--- config.mk ---
export PLATFORM = sky130hd
export DESIGN_NAME = stable_priority_packet_queue_core_flat
export DESIGN_NICKNAME = d
export VERILOG_FILES = /design/src/rtl/sppq_pkg.sv /design/src/rtl/sppq_chan_if.sv /design/src/rtl/sppq_cell.sv /design/src/rtl/stable_priority_packet_queue_core.sv /design/src/flat_wrapper.sv
export SDC_FILE = /design/constraint.sdc
export NUM_CORES = 2
export LEC_CHECK = 0
export BUFFER_PORTS_ARGS = -buffer_cell sky130_fd_sc_hd__buf_2
export CORE_MARGIN = 5
export CORE_UTILIZATION = 45
export CTS_CLUSTER_SIZE = 20
export DETAILED_ROUTE_END_ITERATION = 6
export HOLD_SLACK_MARGIN = 0.05
export MAX_ROUTING_LAYER = met4
export PLACE_DENSITY = 0.7
export RECOVER_POWER = 25
export SYNTH_ARGS = -nofsm -noshare
export SYNTH_HDL_FRONTEND = slang
export SYNTH_SLANG_ARGS = --single-unit
--- constraint.sdc ---
create_clock -name clk -period 14.9 [get_ports clk]
set_input_delay 0.745 -clock clk [delete_from_list [all_inputs] [get_ports clk]]
set_output_delay 0.745 -clock clk [all_outputs]
set_load 0.05 [all_outputs]
--- src/rtl/sppq_pkg.sv ---
package sppq_pkg;

	localparam int DEPTH_DEF = 16;

	typedef enum logic [0:0] {
		OP_ENQ = 1'b0,
		OP_DEQ = 1'b1
	} op_t;

	typedef enum logic [1:0] {
		ST_OK    = 2'd0,
		ST_EMPTY = 2'd1,
		ST_FULL  = 2'd2
	} status_t;

	// one stored packet record
	typedef struct packed {
		logic [3:0]  prio;
		logic [15:0] arrival_time;
		logic [3:0]  switch_id;
		logic [15:0] tx_time;
		logic [15:0] tx_start;
	} entry_t;

	typedef struct packed {
		logic [0:0]  opcode;
		logic [3:0]  prio;
		logic [15:0] arrival_time;
		logic [3:0]  switch_id;
		logic [15:0] tx_time;
		logic [15:0] tx_start;
	} req_t;

	typedef struct packed {
		logic        out_valid;
		logic [3:0]  out_prio;
		logic [15:0] out_arrival;
		logic [3:0]  out_switch;
		logic [15:0] out_tx_time;
		logic [15:0] out_tx_start;
		logic [1:0]  status;
		logic [4:0]  occupancy;
	} rsp_t;

	// per-cycle command broadcast to every cell
	typedef struct packed {
		logic enq;
		logic deq;
	} cell_ctl_t;

endpackage

--- src/rtl/sppq_chan_if.sv ---
interface sppq_chan_if #(
	parameter type payload_t = logic
);
	logic     valid;
	logic     ready;
	payload_t payload;

	modport source (output valid, output payload, input ready);
	modport sink (input valid, input payload, output ready);
endinterface

--- src/rtl/sppq_cell.sv ---
module sppq_cell (
	input  logic               clk,
	input  sppq_pkg::cell_ctl_t ctl,
	input  logic               occupied,
	input  sppq_pkg::entry_t   new_entry,
	input  logic               prev_ins,
	input  sppq_pkg::entry_t   prev_entry,
	input  sppq_pkg::entry_t   next_entry,
	output logic               ins,
	output sppq_pkg::entry_t   entry
);
	import sppq_pkg::*;

	entry_t entry_q;

	// free slot, or a stored packet of strictly lower priority: shifts down on insert
	assign ins   = !occupied || (entry_q.prio < new_entry.prio);
	assign entry = entry_q;

	// take the new packet at the insert point, shift behind it, advance on removal
	always_ff @(posedge clk) begin
		if (ctl.enq) begin
			if (ins) begin
				entry_q <= prev_ins ? prev_entry : new_entry;
			end
		end else if (ctl.deq) begin
			entry_q <= next_entry;
		end
	end
endmodule

--- src/rtl/stable_priority_packet_queue_core.sv ---
// Stable priority packet queue. Holds up to Depth packets ordered by descending
// priority, first-in first-out among equal priorities, in a row of cells that
// each compare against an incoming packet and shift toward the tail on insert
// or toward the head on removal. Every request (enqueue or dequeue) yields
// exactly one response; a new request is accepted each cycle as long as the
// single response register is empty or being drained at that edge. An enqueue
// into a full queue is dropped with status 2; a dequeue on an empty queue
// returns zero fields with status 1. Occupancy reports the entry count after
// the request, truncated to five bits. No clearing pass is needed after reset.
module stable_priority_packet_queue_core #(
	parameter int Depth = sppq_pkg::DEPTH_DEF
) (
	input logic      clk,
	input logic      arst_n,
	sppq_chan_if.sink   in_ch,
	sppq_chan_if.source out_ch
);
	import sppq_pkg::*;

	localparam int CW = $clog2(Depth + 1);

	logic [CW-1:0] count_q;
	logic          rsp_vld_q;
	rsp_t          rsp_q;
	req_t          req;
	logic          acc;
	logic          is_deq;
	logic          full;
	logic          empty;
	cell_ctl_t     ctl;
	entry_t        new_entry;
	entry_t        ent [Depth];
	logic          ins [Depth];
	logic [CW+4:0] cnt_ext;
	logic [CW-1:0] count_nxt;
	rsp_t          rsp_nxt;

	assign req    = in_ch.payload;
	assign in_ch.ready = !rsp_vld_q || out_ch.ready;
	assign acc    = in_ch.valid && in_ch.ready;
	assign is_deq = (req.opcode == OP_DEQ);
	assign full   = (count_q == CW'(Depth));
	assign empty  = (count_q == '0);

	assign ctl.enq = acc && !is_deq && !full;
	assign ctl.deq = acc && is_deq && !empty;

	assign new_entry = '{prio: req.prio, arrival_time: req.arrival_time,
		switch_id: req.switch_id, tx_time: req.tx_time, tx_start: req.tx_start};

	// row of cells; the head is cell 0
	for (genvar i = 0; i < Depth; i++) begin : g_cell
		logic   occ;
		logic   p_ins;
		entry_t p_ent;
		entry_t n_ent;

		assign occ = (count_q > CW'(i));
		if (i == 0) begin : g_head
			assign p_ins = 1'b0;
			assign p_ent = new_entry;
		end else begin : g_body
			assign p_ins = ins[i-1];
			assign p_ent = ent[i-1];
		end
		if (i == Depth - 1) begin : g_tail
			assign n_ent = ent[i];
		end else begin : g_mid
			assign n_ent = ent[i+1];
		end

		sppq_cell u_cell (
			.clk        (clk),
			.ctl        (ctl),
			.occupied   (occ),
			.new_entry  (new_entry),
			.prev_ins   (p_ins),
			.prev_entry (p_ent),
			.next_entry (n_ent),
			.ins        (ins[i]),
			.entry      (ent[i])
		);
	end

	// next count and response
	always_comb begin
		count_nxt = count_q;
		if (ctl.enq) begin
			count_nxt = count_q + CW'(1);
		end else if (ctl.deq) begin
			count_nxt = count_q - CW'(1);
		end
		cnt_ext = {5'b0, count_nxt};
		rsp_nxt = '0;
		rsp_nxt.occupancy = cnt_ext[4:0];
		if (is_deq) begin
			if (empty) begin
				rsp_nxt.status = ST_EMPTY;
			end else begin
				rsp_nxt.out_valid    = 1'b1;
				rsp_nxt.out_prio     = ent[0].prio;
				rsp_nxt.out_arrival  = ent[0].arrival_time;
				rsp_nxt.out_switch   = ent[0].switch_id;
				rsp_nxt.out_tx_time  = ent[0].tx_time;
				rsp_nxt.out_tx_start = ent[0].tx_start;
				rsp_nxt.status       = ST_OK;
			end
		end else begin
			rsp_nxt.status = full ? ST_FULL : ST_OK;
		end
	end

	// hold count and the response valid
	always_ff @(posedge clk or negedge arst_n) begin
		if (!arst_n) begin
			count_q   <= '0;
			rsp_vld_q <= 1'b0;
		end else begin
			count_q <= count_nxt;
			if (acc) begin
				rsp_vld_q <= 1'b1;
			end else if (out_ch.ready) begin
				rsp_vld_q <= 1'b0;
			end
		end
	end

	// load the response register
	always_ff @(posedge clk) begin
		if (acc) begin
			rsp_q <= rsp_nxt;
		end
	end

	assign out_ch.valid   = rsp_vld_q;
	assign out_ch.payload = rsp_q;

`ifndef SYNTH
	a_count_bound: assert property (@(posedge clk) disable iff (!arst_n)
		count_q <= CW'(Depth))
		else $error("entry count beyond depth");

	a_deq_dec: assert property (@(posedge clk) disable iff (!arst_n)
		acc && is_deq && !empty |=> count_q == $past(count_q) - CW'(1))
		else $error("dequeue did not remove one entry");

	a_full_drop: assert property (@(posedge clk) disable iff (!arst_n)
		acc && !is_deq && full |=> rsp_q.status == ST_FULL && count_q == CW'(Depth))
		else $error("enqueue into full queue not dropped");
`endif
endmodule

--- src/flat_wrapper.sv ---
// flat-port wrapper written by rule: the top's interface ports become plain ports
module stable_priority_packet_queue_core_flat import sppq_pkg::*;
#(
	parameter int Depth = sppq_pkg::DEPTH_DEF
)
  (clk, arst_n, in_ch_valid, in_ch_payload, in_ch_ready, out_ch_valid, out_ch_payload, out_ch_ready);
  sppq_chan_if #(.payload_t(req_t)) in_ch_i ();
  sppq_chan_if #(.payload_t(rsp_t)) out_ch_i ();
  input logic clk;
  input logic arst_n;
  input wire logic [$bits(in_ch_i.valid)-1:0] in_ch_valid;
  input wire logic [$bits(in_ch_i.payload)-1:0] in_ch_payload;
  output wire logic [$bits(in_ch_i.ready)-1:0] in_ch_ready;
  output wire logic [$bits(out_ch_i.valid)-1:0] out_ch_valid;
  output wire logic [$bits(out_ch_i.payload)-1:0] out_ch_payload;
  input wire logic [$bits(out_ch_i.ready)-1:0] out_ch_ready;
  assign in_ch_i.valid = in_ch_valid;
  assign in_ch_i.payload = in_ch_payload;
  assign in_ch_ready = in_ch_i.ready;
  assign out_ch_valid = out_ch_i.valid;
  assign out_ch_payload = out_ch_i.payload;
  assign out_ch_i.ready = out_ch_ready;
  stable_priority_packet_queue_core #(.Depth(Depth)) u_core (.clk(clk), .arst_n(arst_n), .in_ch(in_ch_i), .out_ch(out_ch_i));
endmodule
==> Word level (Yosys, flattened, before mapping) <==
Index checks and enable logic that the tools add are counted.
{ "op_classes": {"mux": 68, "n_eq_ne": 16, "order_cmp": 32, "reduce_logical": 62, "bitwise_logic": 1, "multipliers": 0, "shift": 0, "addsub": 2, "n_div": 0} }
{ "ops": {"columns": ["cell", "n"], "rows": [
  ["56-bit 2-to-1 mux", 60],
  ["4-bit less-than comparator", 16],
  ["57-bit 2-to-1 mux", 1],
  ["5-bit by 4-bit > comparator with 1-bit output (second input constant)", 8],
  ["2-bit AND reduction", 16],
  ["2-bit inequality test (second input constant)", 15],
  ["5-bit by 3-bit > comparator with 1-bit output (second input constant)", 4],
  ["1-bit logical NOT", 20],
  ["1-bit logical OR", 17],
  ["5-bit by 1-bit > comparator with 1-bit output (second input constant)", 2],
  ["5-bit by 2-bit > comparator with 1-bit output (second input constant)", 2],
  ["5-bit 2-to-1 mux", 2],
  ["5-bit by 1-bit adder with 5-bit output (second input constant)", 1],
  ["5-bit equality test (second input constant)", 1],
  ["1-bit logical AND", 5],
  ["5-bit logical NOT", 1],
  ["5-bit by 1-bit subtractor with 5-bit output (second input constant)", 1],
  ["2-bit 2-to-1 mux", 2],
  ["2-bit nonzero test", 2],
  ["1-bit 2-to-1 mux", 3],
  ["2-bit OR reduction", 1],
  ["1-bit inverter", 1]
]} }
{ "word_totals": {"mem_count": 0, "wordCells": 271, "reg_bits": 966, "input_bits": 61, "latchBits": 0, "output_inout_bits": 66, "mem_bits_ro": 0, "ram_bits": 0} }

==> Longest topological paths before layout <==
{ "depth": {"word_depth": 7, "depth_mapped": 11, "mapped_depth_nobuf": 7} }

==> Modules after synthesis <==
Synthesis repeated with hierarchy kept, for this count alone.
{ "hier_totals": {"cells_unflattened": 4301, "hier_area_um2": 50574.8} }
{ "by_module_without_submodules": {"columns": ["module", "area_per_inst_um2", "instances", "cells_per_inst", "seq_area_each_um2"], "rows": [
  ["sppq_cell", 2976.6, 16, 256, 1681.6],
  ["stable_priority_packet_queue_core", 2949.1, 1, 205, 2072.0]
]} }

==> Worst setup path after synthesis <==
Ideal clock, no wire load.
{ "synth_timing": {"path_type": "input to register", "from": "input port in_ch_payload[53]", "to": "register u_core.g_cell[0].u_cell.entry_q, in the netlist u_core.g_cell[0].u_cell.entry[0], enable pin", "path_buffers": 2, "setup_ps": 547, "required_ps": 14353, "path_slack_ps": 8235, "path_stages": 7, "arrival_ps": 6117, "path_cell_list": "inv_1 -> ha_1 -> a2111oi_2 -> nor3_2 -> buf_6 -> buf_2 -> o21ai_0"} }
{ "synth_between": {"elab_chain_cells": 4} }
{ "synth_rtl": {"columns": ["element", "line_no", "text"], "rows": [
  ["start: declaration", "flat_wrapper.sv:12", "input wire logic [$bits(in_ch_i.payload)-1:0] in_ch_payload;"],
  ["4-bit less-than comparator", "sppq_cell.sv:17", "assign ins = !occupied || (entry_q.prio < new_entry.prio);"],
  ["1-bit logical OR", "sppq_cell.sv:17", null],
  ["2-bit inequality test (no line)", null, null],
  ["2-bit AND reduction (no line)", null, null],
  ["end signal: assignment", "sppq_cell.sv:24", "entry_q <= prev_ins ? prev_entry : new_entry;"],
  ["end signal: assignment", "sppq_cell.sv:27", "entry_q <= next_entry;"],
  ["end: declaration", "sppq_cell.sv:14", "entry_t entry_q;"]
]} }
Every way passes these cells.
A chain may end at the register's enable or synchronous reset.

==> Final worst setup path <==
{ "layout_timing": {"from": "register u_core.count_q[0]", "to": "register u_core.g_cell[14].u_cell.entry_q, in the netlist u_core.g_cell[14].u_cell.entry[15], data pin"} }
{ "layout_between": {"elab_chain_cells": 6, "word_cells_on_any_way": 9, "classes_between": "order compare (1); eq/ne (1); mux (3); reduce/logical (4)"} }
{ "layout_rtl": {"columns": ["element", "line_no", "text"], "rows": [
  ["start: declaration", "stable_priority_packet_queue_core.sv:22", "logic [CW-1:0] count_q;"],
  ["start signal: assignment", "stable_priority_packet_queue_core.sv:119", "count_q <= count_nxt;"],
  ["5-bit by 4-bit > comparator with 1-bit output", "stable_priority_packet_queue_core.sv:58", "assign occ = (count_q > CW'(i));"],
  ["1-bit logical NOT", "sppq_cell.sv:17", null],
  ["1-bit logical OR", "sppq_cell.sv:17", null],
  ["56-bit 2-to-1 mux", "sppq_cell.sv:24", null],
  ["56-bit 2-to-1 mux", "sppq_cell.sv:23", "if (ins) begin"],
  ["56-bit 2-to-1 mux (*)", "sppq_cell.sv:22", "if (ctl.enq) begin"],
  ["end signal: assignment", "sppq_cell.sv:24", null],
  ["end signal: assignment", "sppq_cell.sv:27", null],
  ["end: declaration", "sppq_cell.sv:14", null]
]} }
Every way passes the cells marked *; elsewhere a longest branch is shown, timed or not. The select of a mux whose other input is x is not followed.

==> metrics.txt <==
initial antenna violation count=9; CTS tree=built; pin count of the biggest net entering global routing=246; Area Overhead vs Synth=7.558%; Fin Hold WS=0.3242 ns; Starting Density=0.4532; yosys synthesis warning count=0; nature of the critical path endpoint=flop; chip width=335.6 µm; Startpoint Class=flop; worst path arrival time=7.10 ns; die area=112600 µm²; global-route wire length before repair=206000 µm; Port Buf Inserts=126; ys async rst share=0.006211; failing checks=capacitance limit, slew limit; Worst slew margin=-1.569; library cells used by synthesis=50; via count=35630; critical path endpoint=u_core.g_cell[14].u_cell.entry[15]; Final min period=6.616 ns; total grt overflow=0; mean post-synth cell area=11.24 µm²; sum of negative setup slack=0 ns; # H-tree levels=3; critical path class=reg -> reg; Lkg Pwr=0.01779 µW; Rows=119; Max Cap Viol=21; RSZ-0062 raised after global routing=false; Post-Route WL=137500 µm; nets@finish=4235; Core ar.=105300 µm²; Post-CTS Resized=0; Worst Path Required=15.38 ns; vias per cell=6.363; clk_lat worst skew=0.66 ns; final hold violation count=0; Peak Freq=151.1 MHz; Slew Viols, Final=566; critical path peak fanout=76; DR pass1 iterations=6; Root Driver=clkbuf_16; final core utilization=0.4875; RD Place Congestion=0.8320; Clock Path Buffers=3; die height=335.6 µm; DRC=0; share of layout cells above drive strength 1=0.06930; number of synthesized register bits=966; total global-route track usage=0.2415; final count of negative-setup-slack endpoints=0; Tightest Pin Transition=3.853 ns; IO Pins=127; vias in the first global route=33240; cell area after synthesis=47710 µm²; setup slack, reg-to-reg=8.28 ns; wire per inst=24.55 µm; Hold Crit Class=in -> reg; critical path launch point=u_core.count_q[0]; CTS clk-pin slew, worst paths=0.06 ns; Num CTS Buffers=98; remaining antenna violation count=0; ys flop type=edfxtp_1; P per Cell Area=166.9 nW/µm²; drt first-iter violations=4678; outcome=finished with violations; Final Cycle Share=0.4440; HPWL Detailed=73250 µm; post-synthesis cell count=4244; sequential-to-total area share from yosys stat=0.6074; syn nets=4358; CTS Sinks=966; number of synthesized flops with an enable pin=960; VDD IR max=0.0001803 V; FF-to-FF path depth=10; fillcell total=9291; Worst Skew=0.01670 ns; R2R Path Start=u_core.count_q[0]; reg2reg end=u_core.g_cell[14].u_cell.entry[15]; setup bufs post-CTS=0
layout make-up:
| type | count | area [µm²] | area share |
|---|---|---|---|
| Clock buffer | 119 | 2574 | 0.05015 |
| Sequential cell | 966 | 28980 | 0.5647 |
| Inverter | 9 | 35.03 | 0.0006827 |
| Tap cell | 1391 | 1740 | 0.03392 |
| Antenna cell | 10 | 25.02 | 0.0004876 |
| Clock inverter | 59 | 427.9 | 0.008339 |
| Timing Repair Buffer | 197 | 1070 | 0.02085 |
| Multi-Input combinational cell | 2849 | 16470 | 0.3209 |
where the power goes:
part | total (µW) | leakage, µW | internal [µW] | switching (µW)
clock | 2390 | 0.00147 | 1330 | 1070
sequential | 3910 | 0.00916 | 3660 | 246
combinational | 2260 | 0.00716 | 569 | 1690
total | 8560 | 0.0178 | 5560 | 3010
registers in the layout (all words and copies together), names as in the netlist:
name,cells
u_core.out_ch.valid,1
u_core.count_q,5
u_core.g_cell.u_cell.entry,896
u_core.out_ch.payload,64
what timing repair did:
action                                 4_1_cts  5_1_grt
endpoints found under the hold margin        6        0
setup endpoints to repair                    0        0
hold buffers                                 1        0
synthesized netlist by cell type (all sizes together) (2+ instances only):
master | n | area share
nor2 | 20 | 0.0016
buf | 203 | 0.032
mux2i | 113 | 0.024
xnor2 | 4 | 0.00073
a21o | 2 | 0.00031
dfrtp | 6 | 0.0031
and2 | 60 | 0.0079
nor2b | 3 | 0.00039
ha | 53 | 0.014
nand2b | 7 | 0.00092
o211a | 8 | 0.0017
nor3 | 4 | 0.00097
inv | 9 | 0.00071
nand2 | 970 | 0.076
o21a | 3 | 0.00047
mux2 | 56 | 0.013
o211ai | 681 | 0.11
o21ai | 153 | 0.016
nand3 | 673 | 0.071
nor3b | 11 | 0.0017
edfxtp | 960 | 0.60
a21oi | 8 | 0.00084
clkbuf | 217 | 0.017
nor4 | 2 | 0.00026
cell usage in the layout, fill, tap and decap left out, drive strengths merged, types with 11 or more instances in the layout:
cell	n
ha	53
nand3	673
clkinv	50
o21ai	153
clkbuf	204
edfxtp	960
nand2	970
and2	60
nor3b	11
nor2	20
mux2	56
mux2i	113
buf	111
o211ai	681
metal layers:
metal  wire [µm]  share of wire  global-route usage  up-vias
li1            -              -                   -    15730
met1       55810           0.41              0.3268    17770
met2       65560           0.48              0.3838     1880
met3       11830          0.086             0.03209      257
met4        4260          0.031             0.07469        0
met5           0              0                   -        -
critical path: stages, from the launching register on:
cell      delay [ns]
dfrtp_1         0.46
inv_1           0.14
ha_1            0.25
nand2_1         0.09
nor3_1          0.07
nor3_1          1.05
clkbuf_1        1.93
buf_4           0.90
buf_4           0.69
nand2_1         0.47
o211ai_1        0.31
through the flow:
stage	instances	area (µm²)	power, µW	worst slack, ns
global placement	5411	48530	6121	10.20
finish	5600	51320	8565	8.284
CTS	5590	51540	8552	10.32
detailed placement	5411	48530	6175	10.18
global route	5597	51310	8882	7.954
floorplan	4244	47710	5427	8.235
logic make-up after synthesis:
kind of cell / after synthesis / synth area share
AOI/OAI and AO/OA: 867 / 0.1289
buffers and inverters: 429 / 0.05025
and+or+nand+nor: 1756 / 0.1619
adders and majority gates: 53 / 0.01390
DFF: 966 / 0.6074
muxes: 169 / 0.03692
xor gates and xnor gates: 4 / 0.0007342
worst min-delay path by stage:
stage | start | end | slack, ns | cells after the start
after floorplan | arst_n | u_core.count_q[0] | 0.45 | 0
after global placement | u_core.g_cell[1].u_cell.entry[15] | u_core.g_cell[0].u_cell.entry[15] | 0.52 | 2
after detailed placement | u_core.g_cell[1].u_cell.entry[41] | u_core.g_cell[0].u_cell.entry[41] | 0.53 | 2
after CTS | in_ch_valid | u_core.out_ch.valid | 0.29 | 2
after global routing | in_ch_valid | u_core.out_ch.valid | 0.33 | 2
final | in_ch_valid | u_core.out_ch.valid | 0.32 | 2
(Power assumes the default switching activity.)
